`config.mk`:
```
export PLATFORM = sky130hd
export DESIGN_NAME = dda_line_rasterizer
export DESIGN_NICKNAME = d
export VERILOG_FILES = /design/src/rtl/core/dda_pkg.sv /design/src/rtl/core/dda_line_rasterizer.sv /design/src/rtl/core/dda_divider.sv
export SDC_FILE = /design/constraint.sdc
export NUM_CORES = 1
export LEC_CHECK = 0
export BUFFER_PORTS_ARGS = -buffer_cell sky130_fd_sc_hd__buf_2
export CORE_ASPECT_RATIO = 2
export CORE_MARGIN = 5
export CORE_UTILIZATION = 30
export CTS_BUF_LIST = sky130_fd_sc_hd__clkbuf_8
export DETAILED_ROUTE_END_ITERATION = 6
export PLACE_DENSITY = 0.51
export SYNTH_ARGS = -nofsm -noshare
export SYNTH_HDL_FRONTEND = slang
export SYNTH_SLANG_ARGS = --single-unit
```
`constraint.sdc`:
```
create_clock -name aclk -period 6.04 [get_ports aclk]
set_clock_uncertainty 0.05 [all_clocks]
set_input_delay 0.302 -clock aclk [delete_from_list [all_inputs] [get_ports aclk]]
set_output_delay 0.302 -clock aclk [all_outputs]
set_load 0.05 [all_outputs]
```
`src/rtl/core/dda_pkg.sv`:
```
// Shared constants and types of the DDA line rasterizer.
// Used by dda_divider and dda_line_rasterizer; depends on nothing else.
package dda_pkg;

    localparam int COORD_BITS = 10;
    localparam int FRAC_BITS = 16;
    localparam int POS_BITS = COORD_BITS + FRAC_BITS;
    localparam int QUO_BITS = FRAC_BITS + 1;
    localparam int STEP_BITS = FRAC_BITS + 2;
    localparam int REM_BITS = COORD_BITS + 1;
    localparam int CNT_BITS = $clog2(FRAC_BITS + 1);
    localparam int S_TDATA_BITS = ((4 * COORD_BITS + 7) / 8) * 8;
    localparam int M_TDATA_BITS = ((2 * COORD_BITS + 7) / 8) * 8;

    localparam logic OP_START = 1'b0;
    localparam logic OP_ADVANCE = 1'b1;

    typedef enum logic [1:0] {
        ST_IDLE,
        ST_DIV_X,
        ST_DIV_Y,
        ST_EMIT
    } dda_state_t;

    typedef struct packed {
        logic busy;
        logic done;
    } div_status_t;

endpackage

```
`src/rtl/core/dda_line_rasterizer.sv`:
```
// Top level of the DDA line rasterizer: input decode, sequencer, position
// accumulators and output register. Depends on dda_pkg and dda_divider.
//
// The s_ channel carries one transaction per command: tuser is the operation
// (start a line or advance one pixel), tdata holds start_x, start_y, end_x and
// end_y. The m_ channel returns one transaction per command: tuser is the
// valid flag, tdata holds pixel_x and pixel_y, and tlast marks the final pixel.
// An advance is accepted and its pixel appears in the output register on the
// next cycle, so advances sustain one pixel per cycle while m_tready is high.
// A start runs the shared bit-serial divider twice, once for x and once for y,
// before the start pixel is shown; s_tready is low meanwhile. A zero-length
// line returns its pixel on the next cycle without a division. When the
// receiver stalls, the result holds in the output register and s_tready
// drops until it is taken. Reset ends any line and leaves the block idle with
// no result pending.
module dda_line_rasterizer (
    input  logic                               aclk,
    input  logic                               aresetn,
    input  logic                               s_tvalid,
    output logic                               s_tready,
    // Fields from bit 0 up: start_x, start_y, end_x, end_y.
    input  logic [dda_pkg::S_TDATA_BITS-1:0]   s_tdata,
    // Fields from bit 0 up: operation.
    input  logic                               s_tuser,
    output logic                               m_tvalid,
    input  logic                               m_tready,
    // Fields from bit 0 up: pixel_x, pixel_y, zero padding.
    output logic [dda_pkg::M_TDATA_BITS-1:0]   m_tdata,
    // Fields from bit 0 up: valid_res.
    output logic                               m_tuser,
    output logic                               m_tlast
);
    import dda_pkg::*;

    dda_state_t state_reg, state_next;

    logic [POS_BITS-1:0] pos_x_reg, pos_y_reg, pos_x_next, pos_y_next;
    logic [STEP_BITS-1:0] step_x_reg, step_y_reg;
    logic [COORD_BITS-1:0] steps_left_reg, steps_reg, mag_y_reg;
    logic neg_x_reg, neg_y_reg;

    logic m_valid_reg, m_user_reg, m_last_reg;
    logic [COORD_BITS-1:0] m_pix_x_reg, m_pix_y_reg;

    logic [COORD_BITS-1:0] x0, y0, x1, y1, adx, ady, steps_in;
    logic out_free, in_fire;
    logic div_start;
    logic [COORD_BITS-1:0] div_mag, div_den;
    div_status_t div_status;
    logic [QUO_BITS-1:0] div_quo;

    function automatic logic [STEP_BITS-1:0] signed_step(input logic [QUO_BITS-1:0] q,
                                                         input logic neg);
        logic [STEP_BITS-1:0] ext;
        ext = {1'b0, q};
        return neg ? (~ext + 1'b1) : ext;
    endfunction

    assign x0 = s_tdata[COORD_BITS-1:0];
    assign y0 = s_tdata[2*COORD_BITS-1:COORD_BITS];
    assign x1 = s_tdata[3*COORD_BITS-1:2*COORD_BITS];
    assign y1 = s_tdata[4*COORD_BITS-1:3*COORD_BITS];
    assign adx = (x1 >= x0) ? (x1 - x0) : (x0 - x1);
    assign ady = (y1 >= y0) ? (y1 - y0) : (y0 - y1);
    assign steps_in = (adx > ady) ? adx : ady;

    assign out_free = !m_valid_reg || m_tready;
    assign s_tready = (state_reg == ST_IDLE) && out_free;
    assign in_fire = s_tvalid && s_tready;

    assign pos_x_next = pos_x_reg
        + {{(POS_BITS-STEP_BITS){step_x_reg[STEP_BITS-1]}}, step_x_reg};
    assign pos_y_next = pos_y_reg
        + {{(POS_BITS-STEP_BITS){step_y_reg[STEP_BITS-1]}}, step_y_reg};

    assign div_mag = (state_reg == ST_IDLE) ? adx : mag_y_reg;
    assign div_den = (state_reg == ST_IDLE) ? steps_in : steps_reg;

    always_comb begin
        state_next = state_reg;
        div_start = 1'b0;
        unique case (state_reg)
            ST_IDLE: begin
                if (in_fire && (s_tuser == OP_START) && (steps_in != '0)) begin
                    div_start = 1'b1;
                    state_next = ST_DIV_X;
                end
            end
            ST_DIV_X: begin
                if (div_status.done) begin
                    div_start = 1'b1;
                    state_next = ST_DIV_Y;
                end
            end
            ST_DIV_Y: begin
                if (div_status.done) begin
                    state_next = ST_EMIT;
                end
            end
            ST_EMIT: begin
                if (out_free) begin
                    state_next = ST_IDLE;
                end
            end
            default: state_next = ST_IDLE;
        endcase
    end

    always_ff @(posedge aclk) begin
        if (!aresetn) begin
            state_reg <= ST_IDLE;
        end else begin
            state_reg <= state_next;
        end
    end

    always_ff @(posedge aclk) begin
        if (!aresetn) begin
            steps_left_reg <= '0;
        end else if (in_fire) begin
            if (s_tuser == OP_START) begin
                steps_left_reg <= steps_in;
            end else if (steps_left_reg != '0) begin
                steps_left_reg <= steps_left_reg - 1'b1;
            end
        end
    end

    always_ff @(posedge aclk) begin
        if (in_fire) begin
            if (s_tuser == OP_START) begin
                pos_x_reg <= {x0, {FRAC_BITS{1'b0}}};
                pos_y_reg <= {y0, {FRAC_BITS{1'b0}}};
                mag_y_reg <= ady;
                steps_reg <= steps_in;
                neg_x_reg <= (x1 < x0);
                neg_y_reg <= (y1 < y0);
            end else if (steps_left_reg != '0) begin
                pos_x_reg <= pos_x_next;
                pos_y_reg <= pos_y_next;
            end
        end
        if ((state_reg == ST_DIV_X) && div_status.done) begin
            step_x_reg <= signed_step(div_quo, neg_x_reg);
        end
        if ((state_reg == ST_DIV_Y) && div_status.done) begin
            step_y_reg <= signed_step(div_quo, neg_y_reg);
        end
    end

    always_ff @(posedge aclk) begin
        if (!aresetn) begin
            m_valid_reg <= 1'b0;
        end else if ((in_fire && ((s_tuser == OP_ADVANCE) || (steps_in == '0)))
                     || ((state_reg == ST_EMIT) && out_free)) begin
            m_valid_reg <= 1'b1;
        end else if (m_valid_reg && m_tready) begin
            m_valid_reg <= 1'b0;
        end
    end

    always_ff @(posedge aclk) begin
        if (in_fire) begin
            if (s_tuser == OP_START) begin
                m_user_reg <= 1'b1;
                m_pix_x_reg <= x0;
                m_pix_y_reg <= y0;
                m_last_reg <= 1'b1;
            end else if (steps_left_reg == '0) begin
                m_user_reg <= 1'b0;
                m_pix_x_reg <= '0;
                m_pix_y_reg <= '0;
                m_last_reg <= 1'b0;
            end else begin
                m_user_reg <= 1'b1;
                m_pix_x_reg <= pos_x_next[POS_BITS-1:FRAC_BITS];
                m_pix_y_reg <= pos_y_next[POS_BITS-1:FRAC_BITS];
                m_last_reg <= (steps_left_reg == COORD_BITS'(1));
            end
        end else if ((state_reg == ST_EMIT) && out_free) begin
            m_user_reg <= 1'b1;
            m_pix_x_reg <= pos_x_reg[POS_BITS-1:FRAC_BITS];
            m_pix_y_reg <= pos_y_reg[POS_BITS-1:FRAC_BITS];
            m_last_reg <= 1'b0;
        end
    end

    dda_divider u_divider (
        .aclk     (aclk),
        .aresetn  (aresetn),
        .start    (div_start),
        .mag      (div_mag),
        .den      (div_den),
        .status   (div_status),
        .quotient (div_quo)
    );

    assign m_tvalid = m_valid_reg;
    assign m_tuser = m_user_reg;
    assign m_tlast = m_last_reg;
    assign m_tdata = {{(M_TDATA_BITS-2*COORD_BITS){1'b0}}, m_pix_y_reg, m_pix_x_reg};

endmodule

```
`src/rtl/core/dda_divider.sv`:
```
// Bit-serial restoring divider for the DDA increments: (mag << FRAC_BITS) / den.
// One quotient bit per cycle, mag no larger than den. Depends on dda_pkg.
module dda_divider (
    input  logic                                aclk,
    input  logic                                aresetn,
    input  logic                                start,
    input  logic [dda_pkg::COORD_BITS-1:0]      mag,
    input  logic [dda_pkg::COORD_BITS-1:0]      den,
    output dda_pkg::div_status_t                status,
    output logic [dda_pkg::QUO_BITS-1:0]        quotient
);
    import dda_pkg::*;

    logic [REM_BITS-1:0] rem_reg, rem_next;
    logic [QUO_BITS-1:0] quo_reg, quo_next;
    logic [CNT_BITS-1:0] cnt_reg, cnt_next;
    logic [COORD_BITS-1:0] den_reg;
    logic busy_reg, busy_next;
    logic done_reg, done_next;
    logic [REM_BITS-1:0] trial;
    logic ge;

    always_comb begin
        trial = (cnt_reg == '0) ? rem_reg : {rem_reg[REM_BITS-2:0], 1'b0};
        ge = (trial >= {1'b0, den_reg});
        rem_next = rem_reg;
        quo_next = quo_reg;
        cnt_next = cnt_reg;
        busy_next = busy_reg;
        done_next = 1'b0;
        if (start) begin
            rem_next = {1'b0, mag};
            quo_next = '0;
            cnt_next = '0;
            busy_next = 1'b1;
        end else if (busy_reg) begin
            rem_next = ge ? (trial - {1'b0, den_reg}) : trial;
            quo_next = {quo_reg[QUO_BITS-2:0], ge};
            cnt_next = cnt_reg + 1'b1;
            if (cnt_reg == CNT_BITS'(FRAC_BITS)) begin
                busy_next = 1'b0;
                done_next = 1'b1;
            end
        end
    end

    always_ff @(posedge aclk) begin
        if (!aresetn) begin
            busy_reg <= 1'b0;
            done_reg <= 1'b0;
        end else begin
            busy_reg <= busy_next;
            done_reg <= done_next;
        end
        rem_reg <= rem_next;
        quo_reg <= quo_next;
        cnt_reg <= cnt_next;
        if (start) begin
            den_reg <= den;
        end
    end

    assign status.busy = busy_reg;
    assign status.done = done_reg;
    assign quotient = quo_reg;

endmodule
```
Word level (Yosys, flattened, before mapping)
Cells that the tools add are included.

storage, ports and cells
  register bits after elaboration = 190
  input bits = 45
  output and inout bits = 28
  word-level logic and storage cells = 129

operators by class
  add/sub/neg operators = 10
  $lt $le $gt $ge = 6
  equality and inequality tests = 10
  mux-type cells = 47
  bitwise operators = 4
  reductions and logical operators = 26

operators with widths
  operator                                               number
  two-way mux 10 bit                                     17
  two-way mux 26 bit                                     4
  adder 26 bit                                           2
  subtractor 10 bit                                      4
  two-way mux 17 bit                                     2
  two-way mux 11 bit                                     2
  greater-or-equal comparator 10 bit                     2
  zero test 10 bit                                       2
  < comparator 10 bit                                    2
  nonzero test 10 bit                                    2
  adder 18 x 1 -> 18 bit, second input constant          1
  inverter 17 -> 18 bit                                  1
  two-way mux 1 bit                                      16
  greater-or-equal comparator 11 x 10 -> 1 bit           1
  subtractor 11 x 10 -> 11 bit                           1
  equality test 10 x 1 -> 1 bit, second input constant   1
  greater-than comparator 10 bit                         1
  subtractor 10 x 1 -> 10 bit, second input constant     1
  logical AND 1 bit                                      9
  two-way mux 2 bit                                      4
  inequality test 2 x 1 -> 1 bit, second input constant  4
  one-hot mux 2 bit (4 select lines)                     1
  nonzero test 2 bit                                     3
  adder 5 x 1 -> 5 bit, second input constant            1
  other kinds (13)                                       19

Logic depth before layout (Yosys ltp)
  depth after elaboration = 9
  depth in mapped cells = 26

Modules after synthesis
A second synthesis with hierarchy kept.

second synthesis, totals
  cells, all modules = 1378
  area, all modules = 13445.4 um^2

modules (own cells, without submodules)
  module               times used  cells an instance  area each (um^2)  seq. area each (um^2)
  dda_line_rasterizer  1           1140               11016.8           4224.1
  dda_divider          1           238                2428.6            1101.1

Worst setup path after synthesis
Ideal clock, no wire load.

  kind = input to register
  from = input port s_tdata[30] (netlist name)
  to = register u_divider.rem_reg[0] (enable)
  arrival time = 4.581 ns
  required time = 5.697 ns
  path slack = 1.116 ns
  stages on the path = 24
  cells stage by stage = inv_1 > ha_1 > inv_1 > fa_1 > a21o_1 > a221oi_4 > a211oi_4 > nor2_4 > mux2i_1 > xor2_1 > inv_1 > ha_1 > nand3_1 > o22ai_1 > o21ai_0 > nand3_1 > o211ai_1 > clkbuf_1 > nor4b_1 > a22oi_1 > a211o_1 > a21o_1 > buf_6 > or2_1

between the ends
  cells in the longest elaborated chain, start to end = 9
  elaborated cells between the ends (all ways) = 11
  those cells by class = add/sub (2); order compare (2); mux (4); reduce/logical (3)

ends and longest elaborated chain
  item                                                                            line                       text
  start, declared                                                                 dda_line_rasterizer.sv:22  input logic [dda_pkg::S_TDATA_BITS-1:0] s_tdata,
  subtractor 10 bit / greater-or-equal comparator 10 bit (equally long branches)  dda_line_rasterizer.sv:64  assign ady = (y1 >= y0) ? (y1 - y0) : (y0 - y1);
  two-way mux 10 bit *                                                            dda_line_rasterizer.sv:64
  via ady[5]                                                                      dda_line_rasterizer.sv:45  logic [COORD_BITS-1:0] x0, y0, x1, y1, adx, ady, steps_in;
  greater-than comparator 10 bit                                                  dda_line_rasterizer.sv:65  assign steps_in = (adx > ady) ? adx : ady;
  two-way mux 10 bit *                                                            dda_line_rasterizer.sv:65
  nonzero test 10 bit *                                                           dda_line_rasterizer.sv:84  if (in_fire && (s_tuser == OP_START) && (steps_in != '0)) begin
  logical AND 1 bit *                                                             dda_line_rasterizer.sv:84
  two-way mux 1 bit *                                                             dda_line_rasterizer.sv:84
  one-hot mux 1 bit (2 select lines) *                                            dda_line_rasterizer.sv:82  unique case (state_reg)
  nonzero test 2 bit (no source line) *                                           -
  end signal, assigned                                                            dda_divider.sv:55          rem_reg <= rem_next;
  end, declared                                                                   dda_divider.sv:14          logic [REM_BITS-1:0] rem_reg, rem_next;

The timed path passes the listed nets; every way through them passes the cells marked *.
A chain may end at the register's enable or synchronous reset.

Worst setup path in the final report
  from = input port s_tdata[30] (netlist name)
  to = register u_divider.rem_reg[8] (enable)

The elaborated chain is that of the path after synthesis.

==> results_dict.tcl <==
set metrics [dict create \
    status "completed" \
    period_share_pct 84.9 \
    dpl.hpwl_um 29700 \
    dr_total_vias 10300 \
    nets 1624 \
    critical-path-top-delay-family "compound AO/OA/AOI/OAI gates" \
    hp-class "primary input to flop" \
    ctsHtreeMaxLevel 4 \
    ir_drop_uv 176 \
    gp_congestion 0.904 \
    io_pins 73 \
    crit_chain "buf_2 > inv_1 > ha_1 > inv_1 > fa_1 > a21o_1 > a221oi_4 > a211oi_4 > nor2_4 > mux2i_1 > xor2_1 > inv_1 > ha_1 > nand3_1 > o22ai_1 > o21ai_0 > nand3_1 > o211ai_1 > buf_4 > nor4b_1 > a22oi_1 > a211o_1 > a21o_2 > or2_1" \
    r2r_slack_ns 1.66 \
    layout-drive-gt1-share_pct 10.9 \
    syn_area_um2 13200 \
    antenna_left 0 \
    cts_sinks 190 \
    cp_max_fo 13 \
    syn2layout_area_growth_pct 10.8 \
    worst_slack_ns 0.912 \
    setup_tns_ns 0 \
    cts_hold_buf 0 \
    ys_top_cells_by_area "edfxtp_1 35%, ha_1 11%, dfxtp_1 5.8%" \
    clock_latency_ns 0.52 \
    crit_type "primary input to flop" \
    fin_util_pct 33.6 \
    routed_via_density 5.10 \
    core_um2 43400 \
    final-hold-violation-count 0 \
    post-place-ws_ns 0.339 \
    cts-root-buf "clkbuf_8" \
    worst_path_largest_cell_delay_ns 0.42 \
    yosysUniqueCellTypes 69 \
    die_area_um2 48400 \
    worstSetupEndpointType "flop" \
    portBuffers 68 \
    slew_viol_final 0 \
    gr-total-overflow 0 \
    dieHeight_um 306 \
    cp_common_cell "inv_1" \
    drc 0 \
    synth-seq-cells 190 \
    worstPathRequired_ns 6.21 \
    ys_warn_count 0 \
    drt_first_iter_violations 466 \
    path_buf_inv 5 \
    ys.flop_type "edfxtp_1" \
    initial_core_util_pct 30.3 \
    cpMaxStageDelayCell "or2_1" \
    async_flop_share_pct 0 \
    final_cells 2019 \
    fill_cells 4421 \
    syn_area_per_cell_um2 9.43 \
    crit_start "s_tdata[30]" \
    final_common_cell "edfxtp_1" \
    tightest_slew_ns 1.14 \
    grt_util_all_layers_pct 15.5 \
    clk_pin_slew_ns 0.12 \
    min_period_ns 5.13 \
    min_from "s_tdata[8]" \
    slew-limit-headroom_pct 23.5 \
    grt_start_max_net_pins 45 \
    die_w_um 158 \
    finalSetupViolations 0 \
    startpoint_type "primary input" \
    grt_pass1_wl_um 57900 \
    placedCellCount 1986 \
    synth_top_area_share_pct 34.7 \
    max_freq_mhz 195 \
    layout_common_cells "152 x edfxtp_1, 145 x nand2_1, 124 x nor2_1" \
    drtPass1Iterations 5 \
    clock_path_buffers 2 \
    yosysSeqAreaShare_pct 40.5 \
    regToRegStartpoint "u_divider.cnt_reg[0]" \
    worstPathArrival_ns 5.30 \
    yosysTopAreaCell "edfxtp_1" \
    antenna_found_initial 1 \
    std_cell_rows 108 \
    cts_tree "built" \
    power.density_cell_area_nw_per_um2 522 \
    leakage_nw 6.15 \
    post_cts_buffers 0 \
    cts_buffers 17 \
    syn_inst 1396 \
    totalWireLength_um 37400 \
    ctsResizeCount 0 \
    grt_pass1_vias 10400 \
    drv_cap 0 \
    synth-edff-count 152 \
    rsz0062_at_grt "no" \
    wl_per_cell_um 18.5 \
]
==> per-stage QoR <==
step | area, µm² | hold WS (ns) | power [mW]
final | 14600 | 0.102 | 7.61
after floorplan | 13200 | 0.380 | 5.53
after CTS | 14600 | 0.0818 | 7.72
after detailed placement | 14100 | 0.456 | 6.77
after global placement | 14100 | 0.435 | 6.75
after global routing | 14600 | 0.0873 | 8.23
==> path summary, 6_finish.rpt <==
check / endpoint / cells past startpoint
worst min-delay path: pos_x_reg[24] / 3
worst max register to register: u_divider.rem_reg[7] / 16
worst max-delay path: u_divider.rem_reg[8] / 24
worst min register to register: state_reg[1] / 2
==> area by class of cell <==
cell class / count / area [µm²] / area share (%)
Inverter: 106 / 399 / 2.74
Timing Repair Buffer: 93 / 528 / 3.62
Sequential cell: 190 / 5330 / 36.5
Clock inverter: 15 / 204 / 1.40
Antenna cell: 1 / 2.50 / 0.0172
Multi-Input combinational cell: 1047 / 7200 / 49.4
Tap cell: 550 / 688 / 4.72
Clock buffer: 17 / 234 / 1.60
==> synthesized netlist by cell type, types with 15 or more instances <==
library cell / n
nand2b_1: 19
nand3_1: 22
nor2b_1: 16
inv_1: 104
nor3_1: 19
ha_1: 117
xnor2_1: 66
xor2_1: 29
nand2_1: 145
dfxtp_1: 38
and2_1: 15
or3_1: 15
o21ai_0: 83
mux2i_1: 58
clkbuf_1: 33
a21oi_1: 102
a21o_1: 42
edfxtp_1: 152
nor2_1: 125
==> power breakdown <==
part | internal (mW) | switching (mW) | total (mW)
Sequential | 2.07 | 0.232 | 2.30
Clock | 0.330 | 0.582 | 0.912
Combinational | 1.64 | 2.76 | 4.40
==> cells by family (layout without fill, tap and decap cells) <==
kind of cell    count (synthesis)  in the layout  synth area share, %
simple gates                  419            419                 14.6
compound gates                336            336                 16.1
flops                         190            190                 40.5
buf+inv                       162            231                 4.97
fa+ha+maj                     124            124                 12.2
xor+xnor                       95             95                 6.32
mux                            69             69                 5.35
other cells                     1              5               0.0285
==> layer usage <==
metal | share of wire (%) | track usage [%]
met5 | 0 | 0
met1 | 36 | 15.5
met3 | 2.1 | 2.02
met4 | 4.8 | 7.27
met2 | 57 | 30.6
==> tightest hold or removal path: stages <==
cell     delay, ns
buf_2         0.13
nand2_1       0.08
nand2_1       0.05
Note: power is estimated with default switching activity, not from simulation.
